==> config.mk <==
export PLATFORM = sky130hd
export DESIGN_NAME = dbn_decode
export DESIGN_NICKNAME = d
export VERILOG_FILES = /design/src/rtl/core/dbn_pkg.sv /design/src/rtl/core/dbn_decode.sv
export SDC_FILE = /design/constraint.sdc
export NUM_CORES = 2
export LEC_CHECK = 0
export ABC_CLOCK_PERIOD_IN_PS = 15400
export BUFFER_PORTS_ARGS = -buffer_cell sky130_fd_sc_hd__buf_2
export CAP_MARGIN = 20
export CORE_ASPECT_RATIO = 0.8
export CORE_MARGIN = 2
export CORE_UTILIZATION = 50
export CTS_CLUSTER_DIAMETER = 30
export DETAILED_ROUTE_END_ITERATION = 16
export HOLD_SLACK_MARGIN = 0.1
export PLACE_DENSITY = 0.67
export SLEW_MARGIN = 20
export SYNTH_ARGS = -nofsm -noshare
export SYNTH_HDL_FRONTEND = slang
export SYNTH_SLANG_ARGS = --single-unit
==> constraint.sdc <==
create_clock -name clock -period 15.4 [get_ports clock]
set_input_delay 3.08 -clock clock [delete_from_list [all_inputs] [get_ports clock]]
set_output_delay 3.08 -clock clock [all_outputs]
set_load 0.03 [all_outputs]
==> src/rtl/core/dbn_pkg.sv <==
// Shared types, constants and state encodings of the detection box decode and NMS block.
`timescale 1ns / 1ps
package dbn_pkg;

   localparam int MaxCand    = 1024;
   localparam int NumClasses = 80;
   localparam int MaxKept    = 64;

   localparam int CandAw   = $clog2(MaxCand);
   localparam int CandCntW = $clog2(MaxCand + 1);
   localparam int KeptAw   = (MaxKept > 1) ? $clog2(MaxKept) : 1;
   localparam int KeptCntW = $clog2(MaxKept + 1);
   localparam int ClsW     = 7;
   localparam int ClsCntW  = $clog2(NumClasses + 1);
   localparam int CsrIdxW  = 3;

   // Register indexes of the configuration port
   localparam logic [CsrIdxW-1:0] CSR_SCORE_THR   = 3'd0;
   localparam logic [CsrIdxW-1:0] CSR_OVERLAP_THR = 3'd1;
   localparam logic [CsrIdxW-1:0] CSR_PAD_LEFT    = 3'd2;
   localparam logic [CsrIdxW-1:0] CSR_PAD_TOP     = 3'd3;
   localparam logic [CsrIdxW-1:0] CSR_INV_SCALE   = 3'd4;
   localparam logic [CsrIdxW-1:0] CSR_FRAME_W     = 3'd5;
   localparam logic [CsrIdxW-1:0] CSR_FRAME_H     = 3'd6;

   typedef struct packed {
      logic [15:0] center_x;
      logic [15:0] center_y;
      logic [15:0] box_width;
      logic [15:0] box_height;
      logic [15:0] class_score;
      logic        last_of_anchor;
      logic        last_of_frame;
   } req_type;

   typedef struct packed {
      logic            valid_res;
      logic [15:0]     left;
      logic [15:0]     top;
      logic [15:0]     out_width;
      logic [15:0]     out_height;
      logic [ClsW-1:0] class_id;
      logic [15:0]     score_out;
      logic            overflow;
      logic            last;
   } rsp_type;

   typedef struct packed {
      logic [15:0] score_threshold;
      logic [15:0] overlap_threshold;
      logic [9:0]  pad_left;
      logic [9:0]  pad_top;
      logic [23:0] inverse_scale;
      logic [11:0] frame_width;
      logic [11:0] frame_height;
   } cfg_type;

   typedef struct packed {
      logic [15:0] l;
      logic [15:0] t;
      logic [15:0] w;
      logic [15:0] h;
   } box_type;

   typedef struct packed {
      box_type         box;
      logic [15:0]     score;
      logic [ClsW-1:0] cls;
   } cand_type;

   typedef enum logic [2:0] {
      ST_IDLE, ST_DECODE, ST_INS_CMP, ST_INS_WR, ST_NMS_GO, ST_NMS
   } top_state_type;

   typedef enum logic [1:0] {
      DS_IDLE, DS_MUL, DS_RND, DS_CLIP
   } dec_state_type;

   typedef enum logic [3:0] {
      NS_IDLE, NS_CRD, NS_CLAT, NS_KLAT, NS_M0, NS_M1, NS_M2, NS_M3, NS_M4,
      NS_DECIDE, NS_NEXT, NS_ELAT, NS_EMIT
   } nms_state_type;

endpackage

==> src/rtl/core/dbn_decode.sv <==
// Box decoder: un-letterbox and clip with one shared multiplier over four passes.
`timescale 1ns / 1ps
module dbn_decode (
   input  logic             clock,
   input  logic             reset,
   input  logic             start,
   input  dbn_pkg::req_type item,
   input  dbn_pkg::cfg_type cfg,
   output logic             done,
   output dbn_pkg::box_type box
);
   import dbn_pkg::*;

   dec_state_type      state_ff, state_in;
   logic [1:0]         step_ff, step_in;
   logic signed [44:0] prod_ff, prod_in;
   logic signed [27:0] val_ff [4];
   logic signed [27:0] val_in;
   logic               done_ff, done_in;
   box_type            box_ff, box_in;

   logic signed [19:0] d_x, d_y, operand;
   logic [44:0]        mag, rnd19, rnd18, rnd;
   logic signed [28:0] x_hi, y_hi, lim_x, lim_y, x0, x1, y0, y1;

   // operand of the current pass: left, top, width, height
   always_comb begin
      d_x = $signed({3'b000, item.center_x, 1'b0}) - $signed({4'b0000, item.box_width})
            - $signed({3'b000, cfg.pad_left, 7'b0000000});
      d_y = $signed({3'b000, item.center_y, 1'b0}) - $signed({4'b0000, item.box_height})
            - $signed({3'b000, cfg.pad_top, 7'b0000000});
      case (step_ff)
         2'd0:    operand = d_x;
         2'd1:    operand = d_y;
         2'd2:    operand = $signed({4'b0000, item.box_width});
         default: operand = $signed({4'b0000, item.box_height});
      endcase
   end

   // round half away from zero; edges drop 19 bits, sizes 18
   always_comb begin
      mag   = prod_ff[44] ? 45'(-prod_ff) : 45'(prod_ff);
      rnd19 = (mag + 45'd262144) >> 19;
      rnd18 = (mag + 45'd131072) >> 18;
      rnd   = step_ff[1] ? rnd18 : rnd19;
      val_in = prod_ff[44] ? -$signed({1'b0, rnd[26:0]}) : $signed({1'b0, rnd[26:0]});
   end

   // clip to the source frame
   always_comb begin
      lim_x = $signed({13'd0, cfg.frame_width, 4'b0000});
      lim_y = $signed({13'd0, cfg.frame_height, 4'b0000});
      x_hi  = 29'(val_ff[0]) + 29'(val_ff[2]);
      y_hi  = 29'(val_ff[1]) + 29'(val_ff[3]);
      x0    = val_ff[0][27] ? 29'sd0 : 29'(val_ff[0]);
      y0    = val_ff[1][27] ? 29'sd0 : 29'(val_ff[1]);
      x1    = (x_hi > lim_x) ? lim_x : x_hi;
      y1    = (y_hi > lim_y) ? lim_y : y_hi;
   end

   // sequencer
   always_comb begin
      state_in = state_ff;
      step_in  = step_ff;
      prod_in  = prod_ff;
      done_in  = 1'b0;
      box_in   = box_ff;
      unique case (state_ff)
         DS_IDLE: begin
            if (start) begin
               step_in  = 2'd0;
               state_in = DS_MUL;
            end
         end
         DS_MUL: begin
            prod_in  = operand * $signed({1'b0, cfg.inverse_scale});
            state_in = DS_RND;
         end
         DS_RND: begin
            step_in  = step_ff + 2'd1;
            state_in = (step_ff == 2'd3) ? DS_CLIP : DS_MUL;
         end
         DS_CLIP: begin
            if (x1 <= x0 || y1 <= y0) begin
               box_in = '0;
            end else begin
               box_in.l = x0[15:0];
               box_in.t = y0[15:0];
               box_in.w = 16'(x1 - x0);
               box_in.h = 16'(y1 - y0);
            end
            done_in  = 1'b1;
            state_in = DS_IDLE;
         end
         default: state_in = DS_IDLE;
      endcase
   end

   always_ff @(posedge clock) begin
      if (reset) begin
         state_ff <= DS_IDLE;
         done_ff  <= 1'b0;
      end else begin
         state_ff <= state_in;
         done_ff  <= done_in;
      end
      step_ff <= step_in;
      prod_ff <= prod_in;
      box_ff  <= box_in;
      if (state_ff == DS_RND) begin
         val_ff[step_ff] <= val_in;
      end
   end

   assign done = done_ff;
   assign box  = box_ff;

endmodule

## After elaboration in Yosys (flattened, before gate mapping)

Memory sizes are Yosys's and may differ from the RTL's.
Cells that the tools add are included.

- Reduce and logical (&&, ||, !) cells: 5
- Equality and inequality tests: 7
- Muxes and demuxes: 16
- Magnitude comparators: 4
- $mul: 1
- Add/sub/neg operators: 13

Operators with widths:

| operator | number |
|---|---|
| $mux 27 | 3 |
| $pmux 20 s3 | 1 |
| $add 28x28->29 | 2 |
| $gt 29x17->1 | 2 |
| $le 29x28->1 | 2 |
| $mux 29 | 2 |
| $add 45x18->45 const B | 1 |
| $add 45x19->45 const B | 1 |
| $mul 20x25->45 | 1 |
| $mux 45 | 1 |
| $neg 45->45 | 1 |
| $sub 18x18->19 | 2 |
| $sub 17x16->18 | 2 |
| $sub 16x16->16 | 2 |
| $mux 28 | 1 |
| $neg 27->28 | 1 |
| $eq 2x2->1 const B | 4 |
| $pmux 2 s4 | 1 |
| $mux 2 | 3 |
| $eq 2x1->1 const B | 2 |
| $logic_not 2->1 | 2 |
| $pmux 2 s2 | 1 |
| $mux 1 | 3 |
| $add 2x1->2 const B | 1 |
| 4 further kinds | 4 |

- Output and inout bits: 65
- Bits of input ports: 185
- Word-level logic and storage cells: 55
- RAM bits: 112
- Register bits: 114
- Memories: 1

Memory list:

| name | words | bits a word | rd ports | clocked after memory_dff | wr ports | RTL line | source |
|---|---|---|---|---|---|---|---|
| val_ff | 4 | 28 | 4 | 0 | 1 | dbn_decode.sv:17 | `logic signed [27:0] val_ff [4];` |

## Longest topological paths before layout

- Word-level depth: 6
- Gate-level depth with buffers: 51
- Depth with buffers taken out: 49

## Worst setup path before layout

OpenSTA, ideal clock, no wires.

- Path type: input -> register
- From: input item[18] in the netlist's numbering
- To: register prod_ff[44], data pin
- Cell stages on the path: 44
- Arrival: 13.111 ns
- Setup time: 0.261 ns
- Path buffers: 2
- Setup slack: 2.028 ns
- Cell sequence: fa_1 nor2b_1 o21ai_0 a21boi_0 o21ai_0 a21boi_0 o21ai_0 a21boi_0 o21a_1 nor2_1 o21ai_0 xnor2_1 ha_1 a21boi_0 o21ai_0 a21boi_0 o21a_1 o21ai_0 [8 not listed] fa_1 fa_1 fa_1 inv_1 fa_1 inv_1 ha_1 a21o_1 a21o_1 a21oi_1 nand2_1 a31oi_1 o21ai_0 a21oi_1 nor3_1 nor3_1 o21ai_0 xnor2_1

- Cells in the longest elaborated chain, start to end: 4

RTL lines:

| what | RTL line | source |
|---|---|---|
| start, declared | dbn_decode.sv:7 | `input dbn_pkg::req_type item,` |
| $sub 17x16->18 | dbn_decode.sv:30 | `d_y = $signed({3'b000, item.center_y, 1'b0}) - $signed({4'b0000, item.box_height})` |
| $sub 18x18->19 | dbn_decode.sv:31 | `- $signed({3'b000, cfg.pad_top, 7'b0000000});` |
| $pmux 20 s3 (*) | dbn_decode.sv:32 | `case (step_ff)` |
| $mul 20x25->45 (*) | dbn_decode.sv:76 | `prod_in = operand * $signed({1'b0, cfg.inverse_scale});` |
| end signal, assigned | dbn_decode.sv:108 | `prod_ff <= prod_in;` |
| end, declared | dbn_decode.sv:16 | `logic signed [44:0] prod_ff, prod_in;` |

Mark *: on every way between the ends. The rest lies on a longest branch, timed or not.
A chain may end at the register's enable or synchronous reset.

## Worst setup path after layout

- From: input item[18] in the netlist's numbering
- To: register prod_ff[42], data pin

The elaborated chain is that of the path after synthesis.

==> metrics <==
outcome completed; Ports 250; cts bufs inserted 44; Critical Path Stages 47; initial antenna violation count 1; share of cells above drive strength 1 10.1%; top cells by count, synth inv_1, nand2_1, fa_1, ha_1, edfxtp_1; H-tree Lvls 2; Slew Limit Fails 0; die area 72300 um2; DPL Wire Length 68.9 mm; actual slew at the worst max-slew pin around 1.1 ns; core area 69200 um2; Post-route DRC 0; Setup-failing EPs final 0; global-route wire length before repair 143 mm; Max-slew headroom between 20% and 30%; critical hold path startpoint state_ff[0]; final worst path period need roughly 14 ns; Critical Path AT 14.46 ns; count leader, synth inv_1; Area contributors post-synth fa_1, edfxtp_1, ha_1; CP max stage cell fa_1; CP Launch Point item[18]; die width 300 um; Vert. Die Dim 241 um; gr usage total 24.4%; Routability Congestion 0.915; Root Buffer clkbuf_16; PortBufs a little under 200; worst r2r path cells 30; setup repair bufs after CTS 0; Layout area overhead 9.61%; antenna-violating nets left 0; setup TNS 0 ns; Finished Core Util 55.6%; Routed WL per cell 17.2 um; fin crit share 92.0%; clk_skew 0.0362 ns; Synth Warn # 0; Layout Nets 4972; top_reg_cell synth edfxtp_1; largest net degree at the start of global routing 79; Starting DRT DRC Count 1723; CTS tree done; TritonCTS sink count around 230; vias in the first global route 27400; Async SR Flop Fraction 0%; final hold violation count 0; most used cell, CP o21ai_0; post-synthesis cell count 3885; crit-path leading delay family adder cells; worst skew pair latency 0.56 ns; DRT Pass-1 Iters 6; post-synth top area cell fa_1; Post-synth EDFFs 223; WL final 85.4 mm; crit-path max FO 16; CP Launch Type input port; Avg Inst Size Synth 9.03 um2; Bufs on Longest Clock Path 3; max_cap viols 0; FMAX 70.5 MHz; Largest stage delay, worst path between 0.5 and 0.6 ns; synthesized area 35100 um2; post-synthesis sequential area ratio 19.3%; starting density of the core 50.7%; CP Class in -> reg; Hold Crit Class reg -> reg; vias post-DR 27300; Worst Hold Depth 1; Remaining Overflow, GRT 0; Req. time, crit path 15.68 ns; Synth top area share 22.9%; Distinct cells, synth 94; detailed-route vias per instance 5.48; Worst R2R Start step_ff[1]; number of synthesized register bits between 200 and 250; crit path buf inv count 5; Crit. End Element register; Synthesized Nets ~4800; post-CTS sizing 0; clock slew at reported path FFs 0.05 ns; cts hold-fix bufs 0; row cnt 86; RSZ-0062 raised after global routing no
-- flip-flops by register name (all words and copies together), names as in the netlist --
name	count
box	64
done	1
prod_ff	45
state_ff	2
step_ff	2
val_ff	112
-- path summary, 6_finish.rpt --
path                  to  slack [ns]
min          state_ff[0]        0.51
max          prod_ff[42]        1.22
max reg2reg  prod_ff[43]        4.78
min reg2reg  state_ff[0]        0.51
-- kinds of logic (layout without fill, tap and decap cells) --
family | after synthesis | after routing | synth area share (%)
xor+xnor | 222 | 222 | 5.59
mux | 49 | 49 | 1.57
other cells | 0 | 1 | 0
simple gates | 1257 | 1257 | 18.0
fa+ha+maj | 774 | 774 | 36.2
compound gates | 598 | 598 | 11.2
flops | 226 | 226 | 19.3
buf+inv | 759 | 922 | 8.20
-- per-stage QoR --
| stage | setup WS, ns | instances | hold slack [ns] | instance area, um2 |
|---|---|---|---|---|
| floorplan | 2.03 | 3885 | 0.450 | 35100 |
| global placement | 0.894 | 4891 | 0.484 | 37000 |
| detailed placement | 0.884 | 4891 | 0.501 | 37000 |
| CTS | 1.40 | 4972 | 0.507 | 38400 |
| global route | 0.380 | 4973 | 0.545 | 38500 |
| finish | 1.22 | 4973 | 0.510 | 38500 |
-- layout make-up --
class / instances / area (um2)
fillers: 6256 / 30700
multi-input cells: 2900 / 25500
flip-flops and latches: 226 / 6760
inverters: 604 / 2270
repair buffers: 237 / 1280
well taps: 924 / 1160
clock buffers: 47 / 1110
clock inverters: 34 / 327
diodes: 1 / 2.50
-- routing by layer --
layer	part of all wire, %	vias to the layer above	wire length [um]	global-route usage [%]
met5	0	-	0	0
met1	47	13200	40000	34.3
met4	2.4	0	2020	6.39
met2	45	743	38300	39.9
li1	-	13200	-	-
met3	5.9	113	5020	3.27
-- cells in the final DEF (no fill, tap or decap), types with 9 or more instances in the layout --
cell and count:
mux2i_1 18, o31ai_1 22, xnor2_1 140, nor4_1 13, ha_1 372, a21o_1 84
a21oi_1 153, edfxtp_1 223, fa_1 401, and3_1 26, nand4_1 37, a21boi_0 20
nor2b_1 56, clkbuf_16 44, xor2_1 80, mux2_2 25, nand3_1 65, inv_1 601
a211oi_1 14, o21ai_0 121, and2_1 128, or4_1 9, or3_1 36, o211ai_1 13
nand2b_1 94, a31oi_1 14, nor2_1 210, nor3_1 68, o21bai_1 19, inv_8 10
buf_2 199, inv_6 10, nand2_1 434, and4_1 9, buf_4 38, o21a_1 25
or2_2 10, o31a_1 15, nor3b_1 11
Power is not shown: default switching activity piles up to over one toggle a cycle in this logic, so the estimate is an artifact.
